$ cat config.mk
export PLATFORM = sky130hd
export DESIGN_NAME = round_robin_vc_arbiter_top
export DESIGN_NICKNAME = d
export VERILOG_FILES = /design/src/hw/rtl/rrva_pkg.sv /design/src/hw/rtl/round_robin_vc_arbiter_top.sv /design/src/hw/rtl/rrva_ram.sv /design/src/hw/rtl/rrva_ctrl.sv /design/src/hw/rtl/rrva_datapath.sv
export SDC_FILE = /design/constraint.sdc
export NUM_CORES = 1
export LEC_CHECK = 0
export ABC_CLOCK_PERIOD_IN_PS = 5050
export BUFFER_PORTS_ARGS = -buffer_cell sky130_fd_sc_hd__buf_2
export CORE_MARGIN = 1.5
export CORE_UTILIZATION = 30
export CTS_CLUSTER_DIAMETER = 40
export DETAILED_ROUTE_END_ITERATION = 10
export PLACE_DENSITY = 0.56
export SETUP_SLACK_MARGIN = 0.4
export SLEW_MARGIN = 20
export SYNTH_ARGS = -nofsm -noshare
export SYNTH_HDL_FRONTEND = slang
export SYNTH_SLANG_ARGS = --single-unit
$ cat constraint.sdc
create_clock -name clock -period 5.05 [get_ports clock]
set_input_delay 0.2525 -clock clock [delete_from_list [all_inputs] [get_ports clock]]
set_output_delay 0.2525 -clock clock [all_outputs]
set_load 0.01 [all_outputs]
$ cat src/hw/rtl/rrva_pkg.sv
`timescale 1ns / 1ps

package rrva_pkg;

   localparam int DEF_NUM_CHANNELS = 8;
   localparam int DEF_FLIT_WIDTH   = 32;
   localparam int CFG_W            = 4;
   localparam logic [CFG_W-1:0] CFG_RESET = 4'd8;

   typedef enum logic [2:0] {
      CMD_REQUEST    = 3'd0,
      CMD_PICK       = 3'd1,
      CMD_PICK_READY = 3'd2,
      CMD_PULL       = 3'd3,
      CMD_CLEAR      = 3'd4
   } cmd_type;

   typedef enum logic [1:0] {
      ERR_OK        = 2'd0,
      ERR_NO_WINNER = 2'd1,
      ERR_PULL_IDLE = 2'd2,
      ERR_RANGE     = 2'd3
   } err_type;

   typedef struct packed {
      logic [2:0]  command;
      logic [2:0]  channel;
      logic [31:0] flit_in;
      logic [7:0]  ready_mask;
   } req_payload_type;

   typedef struct packed {
      logic [2:0]  winner;
      logic        winner_valid;
      logic [31:0] flit_out;
      logic        channel_pending;
      logic        none_pending;
      logic        none_pending_ready;
      logic [1:0]  error;
   } rsp_payload_type;

   typedef struct packed {
      logic capture;
      logic execute;
      logic load;
      logic cfg_write;
   } ctl_cmd_type;

endpackage

$ cat src/hw/rtl/round_robin_vc_arbiter_top.sv
// Round-robin arbiter over virtual channels. Each transfer on the req_ channel carries one
// command (request, pick, pick under the ready mask, pull, clear), and each produces exactly
// one transfer on the rsp_ channel. An item passes an execute state, which runs the command
// on the pending vector, the wrap-around priority search from the channel after the last
// winner and, for a pull, the read of the flit store, and a finish state, which waits for
// room, loads the result register and may already accept the next item. The registered flit
// read is why the load waits for the finish state. A result waiting in the output register
// still lets the next item be taken and executed; that item then holds in its finish state,
// with the input closed, until the waiting result is taken. The channel count register on
// the csr_ port is taken only while the block is idle; writing it drops all pending requests
// and the held grant, while stored flits are kept. No clearing pass runs after reset.
`timescale 1ns / 1ps

module round_robin_vc_arbiter_top #(
   parameter int NUM_CHANNELS = rrva_pkg::DEF_NUM_CHANNELS,
   parameter int FLIT_WIDTH   = rrva_pkg::DEF_FLIT_WIDTH
) (
   input  logic                       clock,
   input  logic                       reset,
   input  logic                       req_valid,
   output logic                       req_ready,
   input  rrva_pkg::req_payload_type  req_payload,
   output logic                       rsp_valid,
   input  logic                       rsp_ready,
   output rrva_pkg::rsp_payload_type  rsp_payload,
   input  logic                       csr_valid,
   output logic                       csr_ready,
   input  logic [rrva_pkg::CFG_W-1:0] csr_data
);
   import rrva_pkg::*;

   ctl_cmd_type ctl;

   rrva_ctrl u_ctrl (
      .clock     (clock),
      .reset     (reset),
      .req_valid (req_valid),
      .req_ready (req_ready),
      .rsp_valid (rsp_valid),
      .rsp_ready (rsp_ready),
      .csr_valid (csr_valid),
      .csr_ready (csr_ready),
      .ctl       (ctl)
   );

   rrva_datapath #(
      .NUM_CHANNELS (NUM_CHANNELS),
      .FLIT_WIDTH   (FLIT_WIDTH)
   ) u_datapath (
      .clock       (clock),
      .reset       (reset),
      .ctl         (ctl),
      .req_payload (req_payload),
      .csr_data    (csr_data),
      .rsp_payload (rsp_payload)
   );

endmodule

$ cat src/hw/rtl/rrva_ram.sv
`timescale 1ns / 1ps

module rrva_ram #(
   parameter int WIDTH = 32,
   parameter int DEPTH = 8
) (
   input  logic                     clock,
   input  logic                     wr_en,
   input  logic [$clog2(DEPTH)-1:0] wr_addr,
   input  logic [WIDTH-1:0]         wr_data,
   input  logic                     rd_en,
   input  logic [$clog2(DEPTH)-1:0] rd_addr,
   output logic [WIDTH-1:0]         rd_data
);

   logic [WIDTH-1:0] mem_ff [DEPTH];
   logic [WIDTH-1:0] rd_data_ff;

   always_ff @(posedge clock) begin
      if (wr_en) begin
         mem_ff[wr_addr] <= wr_data;
      end
      if (rd_en) begin
         rd_data_ff <= mem_ff[rd_addr];
      end
   end

   assign rd_data = rd_data_ff;

endmodule

$ cat src/hw/rtl/rrva_ctrl.sv
`timescale 1ns / 1ps

module rrva_ctrl (
   input  logic                  clock,
   input  logic                  reset,
   input  logic                  req_valid,
   output logic                  req_ready,
   output logic                  rsp_valid,
   input  logic                  rsp_ready,
   input  logic                  csr_valid,
   output logic                  csr_ready,
   output rrva_pkg::ctl_cmd_type ctl
);
   import rrva_pkg::*;

   typedef enum logic [2:0] {
      ST_IDLE   = 3'b001,
      ST_EXEC   = 3'b010,
      ST_FINISH = 3'b100
   } state_type;

   state_type state_ff, state_in;
   logic      rsp_valid_ff, rsp_valid_in;
   logic      out_free;

   always_comb begin
      out_free      = !rsp_valid_ff || rsp_ready;
      state_in      = state_ff;
      req_ready     = 1'b0;
      csr_ready     = 1'b0;
      ctl.execute   = 1'b0;
      ctl.load      = 1'b0;
      unique case (state_ff)
         ST_IDLE: begin
            req_ready = 1'b1;
            csr_ready = 1'b1;
            if (req_valid) begin
               state_in = ST_EXEC;
            end
         end
         ST_EXEC: begin
            ctl.execute = 1'b1;
            state_in    = ST_FINISH;
         end
         ST_FINISH: begin
            if (out_free) begin
               ctl.load  = 1'b1;
               req_ready = 1'b1;
               state_in  = req_valid ? ST_EXEC : ST_IDLE;
            end
         end
         default: begin
            state_in = ST_IDLE;
         end
      endcase
      ctl.capture   = req_valid && req_ready;
      ctl.cfg_write = csr_valid && csr_ready;
      rsp_valid_in  = ctl.load || (rsp_valid_ff && !rsp_ready);
   end

   always_ff @(posedge clock) begin
      if (reset) begin
         state_ff     <= ST_IDLE;
         rsp_valid_ff <= 1'b0;
      end else begin
         state_ff     <= state_in;
         rsp_valid_ff <= rsp_valid_in;
      end
   end

   assign rsp_valid = rsp_valid_ff;

   a_load_needs_room: assert property (@(posedge clock) disable iff (reset)
      ctl.load |-> (!rsp_valid_ff || rsp_ready))
      else $error("Result register loaded while still full.");

   a_exec_then_finish: assert property (@(posedge clock) disable iff (reset)
      ctl.execute |=> (state_ff == ST_FINISH))
      else $error("Execute cycle not followed by the finish cycle.");

   a_capture_starts_exec: assert property (@(posedge clock) disable iff (reset)
      ctl.capture |=> ctl.execute)
      else $error("Accepted item did not start executing.");

endmodule

$ cat src/hw/rtl/rrva_datapath.sv
`timescale 1ns / 1ps

module rrva_datapath #(
   parameter int NUM_CHANNELS = rrva_pkg::DEF_NUM_CHANNELS,
   parameter int FLIT_WIDTH   = rrva_pkg::DEF_FLIT_WIDTH
) (
   input  logic                       clock,
   input  logic                       reset,
   input  rrva_pkg::ctl_cmd_type      ctl,
   input  rrva_pkg::req_payload_type  req_payload,
   input  logic [rrva_pkg::CFG_W-1:0] csr_data,
   output rrva_pkg::rsp_payload_type  rsp_payload
);
   import rrva_pkg::*;

   localparam int IDX_W = $clog2(NUM_CHANNELS);

   req_payload_type         req_ff;
   rsp_payload_type         rsp_ff, rsp_in;
   logic [CFG_W-1:0]        cfg_ff;
   logic [NUM_CHANNELS-1:0] pending_ff, pending_in;
   logic [IDX_W-1:0]        last_grant_ff, last_grant_in;
   logic                    grant_held_ff, grant_held_in;
   logic                    valid_ff, valid_in;
   err_type                 err_ff, err_in;
   logic                    pull_ok_ff, pull_ok_in;

   logic [CFG_W-1:0]          active_n;
   logic [NUM_CHANNELS-1:0]   in_use;
   logic [NUM_CHANNELS+7:0]   ready_wide;
   logic [NUM_CHANNELS-1:0]   ready_vec;
   logic [NUM_CHANNELS-1:0]   elig;
   logic [NUM_CHANNELS-1:0]   above;
   logic [NUM_CHANNELS-1:0]   elig_above;
   logic [IDX_W-1:0]          found_idx;
   logic                      found;
   logic [IDX_W-1:0]          win_idx;
   logic [IDX_W-1:0]          chan_idx;
   logic                      chan_in_range;
   logic                      use_ready;
   logic                      ram_we;
   logic                      ram_re;
   logic [FLIT_WIDTH-1:0]     ram_rdata;

   always_comb begin
      if (cfg_ff == '0) begin
         active_n = CFG_W'(1);
      end else if (int'(cfg_ff) > NUM_CHANNELS) begin
         active_n = CFG_W'(NUM_CHANNELS);
      end else begin
         active_n = cfg_ff;
      end
      for (int i = 0; i < NUM_CHANNELS; i++) begin
         in_use[i] = i < int'(active_n);
         above[i]  = i > int'(last_grant_ff);
      end
   end

   assign ready_wide    = {{NUM_CHANNELS{1'b0}}, req_ff.ready_mask};
   assign ready_vec     = ready_wide[NUM_CHANNELS-1:0];
   assign chan_idx      = IDX_W'(req_ff.channel);
   assign chan_in_range = CFG_W'(req_ff.channel) < active_n;
   assign use_ready     = req_ff.command == CMD_PICK_READY;
   assign elig          = pending_ff & in_use & (use_ready ? ready_vec : '1);
   assign elig_above    = elig & above;
   assign found         = |elig;

   always_comb begin
      found_idx = '0;
      for (int i = NUM_CHANNELS - 1; i >= 0; i--) begin
         if (elig[i]) begin
            found_idx = IDX_W'(i);
         end
      end
      for (int i = NUM_CHANNELS - 1; i >= 0; i--) begin
         if (elig_above[i]) begin
            found_idx = IDX_W'(i);
         end
      end
   end

   assign win_idx = grant_held_ff ? last_grant_ff : found_idx;

   always_comb begin
      pending_in    = pending_ff;
      last_grant_in = last_grant_ff;
      grant_held_in = grant_held_ff;
      valid_in      = valid_ff;
      err_in        = err_ff;
      pull_ok_in    = pull_ok_ff;
      ram_we        = 1'b0;
      ram_re        = 1'b0;
      if (ctl.cfg_write) begin
         pending_in    = '0;
         last_grant_in = '0;
         grant_held_in = 1'b0;
      end else if (ctl.execute) begin
         valid_in   = 1'b0;
         err_in     = ERR_OK;
         pull_ok_in = 1'b0;
         unique case (req_ff.command)
            CMD_REQUEST: begin
               if (chan_in_range) begin
                  pending_in[chan_idx] = 1'b1;
                  ram_we               = 1'b1;
               end else begin
                  err_in = ERR_RANGE;
               end
               valid_in = grant_held_ff;
            end
            CMD_PICK, CMD_PICK_READY: begin
               if (grant_held_ff) begin
                  valid_in = 1'b1;
               end else if (found) begin
                  last_grant_in = found_idx;
                  grant_held_in = 1'b1;
                  valid_in      = 1'b1;
               end else begin
                  err_in = ERR_NO_WINNER;
               end
            end
            CMD_PULL: begin
               ram_re = 1'b1;
               if (!grant_held_ff && found) begin
                  last_grant_in = found_idx;
               end
               if ((grant_held_ff || found) && pending_ff[win_idx]) begin
                  pending_in[win_idx] = 1'b0;
                  valid_in            = 1'b1;
                  pull_ok_in          = 1'b1;
               end else begin
                  err_in = ERR_PULL_IDLE;
               end
               grant_held_in = 1'b0;
            end
            CMD_CLEAR: begin
               pending_in[last_grant_ff] = 1'b0;
               grant_held_in             = 1'b0;
            end
            default: begin
               valid_in = grant_held_ff;
            end
         endcase
      end
   end

   rrva_ram #(
      .WIDTH (FLIT_WIDTH),
      .DEPTH (NUM_CHANNELS)
   ) u_flit_ram (
      .clock   (clock),
      .wr_en   (ram_we),
      .wr_addr (chan_idx),
      .wr_data (FLIT_WIDTH'(req_ff.flit_in)),
      .rd_en   (ram_re),
      .rd_addr (win_idx),
      .rd_data (ram_rdata)
   );

   always_comb begin
      rsp_in.winner             = 3'(last_grant_ff);
      rsp_in.winner_valid       = valid_ff;
      rsp_in.flit_out           = pull_ok_ff ? 32'(ram_rdata) : 32'd0;
      rsp_in.channel_pending    = chan_in_range && pending_ff[chan_idx];
      rsp_in.none_pending       = ~|pending_ff;
      rsp_in.none_pending_ready = ~|(pending_ff & ready_vec);
      rsp_in.error              = err_ff;
   end

   always_ff @(posedge clock) begin
      if (reset) begin
         cfg_ff        <= CFG_RESET;
         pending_ff    <= '0;
         last_grant_ff <= '0;
         grant_held_ff <= 1'b0;
      end else begin
         if (ctl.cfg_write) begin
            cfg_ff <= csr_data;
         end
         pending_ff    <= pending_in;
         last_grant_ff <= last_grant_in;
         grant_held_ff <= grant_held_in;
      end
   end

   always_ff @(posedge clock) begin
      if (ctl.capture) begin
         req_ff <= req_payload;
      end
      if (ctl.load) begin
         rsp_ff <= rsp_in;
      end
      valid_ff   <= valid_in;
      err_ff     <= err_in;
      pull_ok_ff <= pull_ok_in;
   end

   assign rsp_payload = rsp_ff;

   a_grant_is_pending: assert property (@(posedge clock) disable iff (reset)
      grant_held_ff |-> pending_ff[last_grant_ff])
      else $error("A held grant points at a channel with no pending request.");

   a_grant_in_use: assert property (@(posedge clock) disable iff (reset)
      int'(last_grant_ff) < int'(active_n))
      else $error("Last grant lies outside the channels in use.");

   a_pending_in_use: assert property (@(posedge clock) disable iff (reset)
      (pending_ff & ~in_use) == '0)
      else $error("A channel outside those in use has a pending request.");

endmodule
==> impl_metrics.csv <==
group,metric,value,unit
die,placementRows,83,
clocking,post-cts-setup-buffer-count,0,
worst_setup_path,slowest_stage,"o21ai_4",
worst_setup_path,start_kind,"register",
worst_setup_path,worstPathRequired,5.39,ns
clocking,cts_buffer_depth,3,
sta,setup_viol,0,
global_routing,grt_antenna_before_repair,0,
clocking,cts_tree,"done",
synthesis,async_flop_share,0,%
clocking,ctsResizeCount,0,
outcome,outcome,"finished clean",
power,powerDensity,404,mW/mm²
power,p_leak,7.46,nW
worst_setup_path,arrival,4.39,ns
global_routing,grt_usage,14.0,%
clocking,cts_root_buffer,"clkbuf_16",
synthesis,synth_mux_area_share,8.66,%
detailed_routing,drc_errors,0,
worst_setup_path,worstPathCellList,"or4b_1 > and3_1 > o211ai_1 > a21oi_1 > a211o_1 > o21ai_4 > buf_12 > mux2i_1 > o22a_1 > o221ai_1",
cells_and_area,final_common_cell,"edfxtp_1",
synthesis,synth_fa_ha_area_share,0.159,%
synthesis,synth_top_family_by_area,"multiplexers",
sta,finalMaxSlewViolations,0,
synthesis,synth-edff-count,379,
clocking,cts.sinks,399,
detailed_routing,routed_wl,37.2,mm
detailed_routing,drt_iter0_drc,633,
die,fp.dieW,232,µm
detailed_routing,detailroute.via_count,9075,
sta,slew_headroom,40.5,%
synthesis,netlist_instances,951,
die,num_io_pins,99,
power,p_sw_share,21.9,%
sta,fin_crit,4.05,ns
power,seqPwrFrac,46.3,%
synthesis,yosys.area_share.simple,6.37,%
sta,rsz0062_at_grt,"false",
cells_and_area,final_cell_area,0.0199,mm²
hold_path,hold_class,"in -> reg",
power,p_int,6.29,mW
synthesis,synth_xor_xnor_area_share,0.111,%
worst_setup_path,cp-end-kind,"register",
clocking,cts_max_level,2,
cells_and_area,drive_above_1_share,21.8,%
global_routing,grt_pass1_wl,56.5,mm
die,initial_core_util,30.6,%
synthesis,synth_cell_type_count,67,
cells_and_area,areaGrowthSynthToFinish,26.2,%
synthesis,synthFlopType,"edfxtp_1",
global_routing,grt_max_degree,37,
die,fp.dieArea,0.0540,mm²
clocking,clkLatencyLatePin,0.63,ns
detailed_routing,ant_nets,0,
place,portBuffers,98,
place,gp_congestion,0.861,
synthesis,synth_area,0.0158,mm²
detailed_routing,avgRoutedWirePerCell,19.8,µm
sta,tightestPinTransition,0.889,ns
cells_and_area,n_antenna_cell,0,
synthesis,synth_compound_area_share,8.37,%
cells_and_area,nets,1204,
synthesis,syn_nets,1008,
power,combPwrFrac,1.9,%
clocking,cts_buffers,61,
sta,hold_violations,0,
power,ir_drop,0.000253,V
clocking,clkSlewWorstSetupHoldPaths,0.05,ns
worst_setup_path,max_stage_delay,0.70,ns
detailed_routing,drt_pass1_iterations,5,
global_routing,grt_pass1_vias,9431,
synthesis,yosysSeqAreaShare,74.7,%
die,die_h,232,µm
sta,skew,0.0330,ns
synthesis,ys_seq_elements,399,
place,place_area,0.0172,mm²
sta,fin_setup_tns,0,ns
cells_and_area,fillCellCount,4764,
sta,period_share,80.2,%
global_routing,grt_overflow,0,
power,switchingPower,1.76,mW
cells_and_area,most-common-layout-cells,"edfxtp_1, mux2i_1, buf_2",
sta,holdWs,0.344,ns
place,hpwl,21.8,mm
worst_setup_path,r2r_slack,1.00,ns
detailed_routing,viasPerCell,4.83,
die,core-area,0.0516,mm²
sta,max_freq,247,MHz
worst_setup_path,path_class,"reg -> reg",
synthesis,synth.avg_cell_area,16.6,µm²
synthesis,synth_warnings,0,
cells_and_area,final_util,38.6,%
power,pwr-share-clk,51.8,%
run,drv_cap,0,
worst_setup_path,path_max_fanout,29,
cell usage after synthesis (8+ instances only):
library cell,count,area share [%]
edfxtp_1,379,72
mux2i_1,135,8.6
nor2_1,41,0.98
and2_1,36,1.4
o221ai_1,34,1.9
o22a_1,34,1.9
clkbuf_1,30,0.71
nand2_1,24,0.57
a21oi_1,23,0.73
dfxtp_1,20,2.5
o21ai_0,18,0.57
nand2b_1,16,0.63
nor3_1,15,0.48
buf_2,10,0.32
buf_4,8,0.38
power by group through the flow:
stage	registers (mW)	logic [mW]	clock network, mW
floorplan	3.76	0.0724	0
global placement	3.79	0.115	0
detailed placement	3.79	0.118	0
CTS	3.73	0.154	4.28
global route	3.73	0.165	4.41
finish	3.73	0.150	4.17
layout make-up:
| type | instances | area (µm²) | share of cell area [%] |
|---|---|---|---|
| inverters | 6 | 22.5 | 0.113 |
| clock buffers | 65 | 1560 | 7.84 |
| clock inverters | 50 | 537 | 2.69 |
| repair buffers | 183 | 1340 | 6.72 |
| multi-input cells | 496 | 3830 | 19.2 |
| flip-flops and latches | 399 | 11800 | 59.1 |
| well taps | 680 | 851 | 4.27 |
flip-flops by register name (all words and copies together) (netlist names):
signal                         cells
u_datapath.u_flit_ram.mem_ff     256
u_datapath.u_flit_ram.rd_data     32
u_datapath.grant_held_ff           1
u_datapath.last_grant_ff           3
u_datapath.err_ff                  2
u_ctrl.state_ff                    3
u_datapath.pending_ff              8
u_datapath.cfg_ff                  4
u_datapath.chan_idx                3
u_ctrl.rsp_valid                   1
u_datapath.req_ff                 35
u_datapath.rsp_payload            41
u_datapath.ready_vec               8
u_datapath.pull_ok_ff              1
u_datapath.valid_ff                1
repair_timing:
action | in CTS | in global routing
setup endpoints to repair | 0 | 0
hold buffers | 59 | 0
endpoints found under the hold margin | 53 | 0
cells by family after synthesis:
family / Yosys count
multiplexers: 136
adder cells (fa/ha/maj): 2
flip-flops: 399
AO/OA/AOI/OAI: 173
XOR/XNOR: 2
AND/OR/NAND/NOR: 183
buffers and inverters: 56
final timing paths:
check	from	depth (start not counted)	end
worst max-delay path	u_datapath.req_ff[45]	10	u_datapath.u_flit_ram.rd_data[18]
worst min-delay path	req_payload[29]	2	u_datapath.req_ff[29]
worst max register to register	u_datapath.req_ff[45]	10	u_datapath.u_flit_ram.rd_data[18]
worst min register to register	u_datapath.err_ff[0]	0	u_datapath.rsp_payload[0]
layer usage:
metal  share of wire (%)  up-vias  track usage [%]
met5                   0        -                0
met4                 2.4        0             4.89
met3                 4.8       66             2.92
met2                  48      237             23.2
met1                  44     4561             17.9
li1                    -     4211                -
per-stage QoR:
stage / std cells / worst slack (ns) / power, mW
after floorplan: 951 / 0.745 / 3.83
after global placement: 1705 / 1.13 / 3.91
after detailed placement: 1705 / 1.04 / 3.91
after CTS: 1879 / 1.05 / 8.16
after global routing: 1879 / 0.875 / 8.31
final: 1879 / 1.00 / 8.05
worst max-delay path: cells and delay by family, from the launching register on:
family	cells	cell delay (ns)
AO/OA/AOI/OAI	6	1.62
buffers and inverters	1	0.32
flip-flops	1	0.68
multiplexers	1	0.26
AND/OR/NAND/NOR	2	0.87
Power figures use the tool's default switching activity.
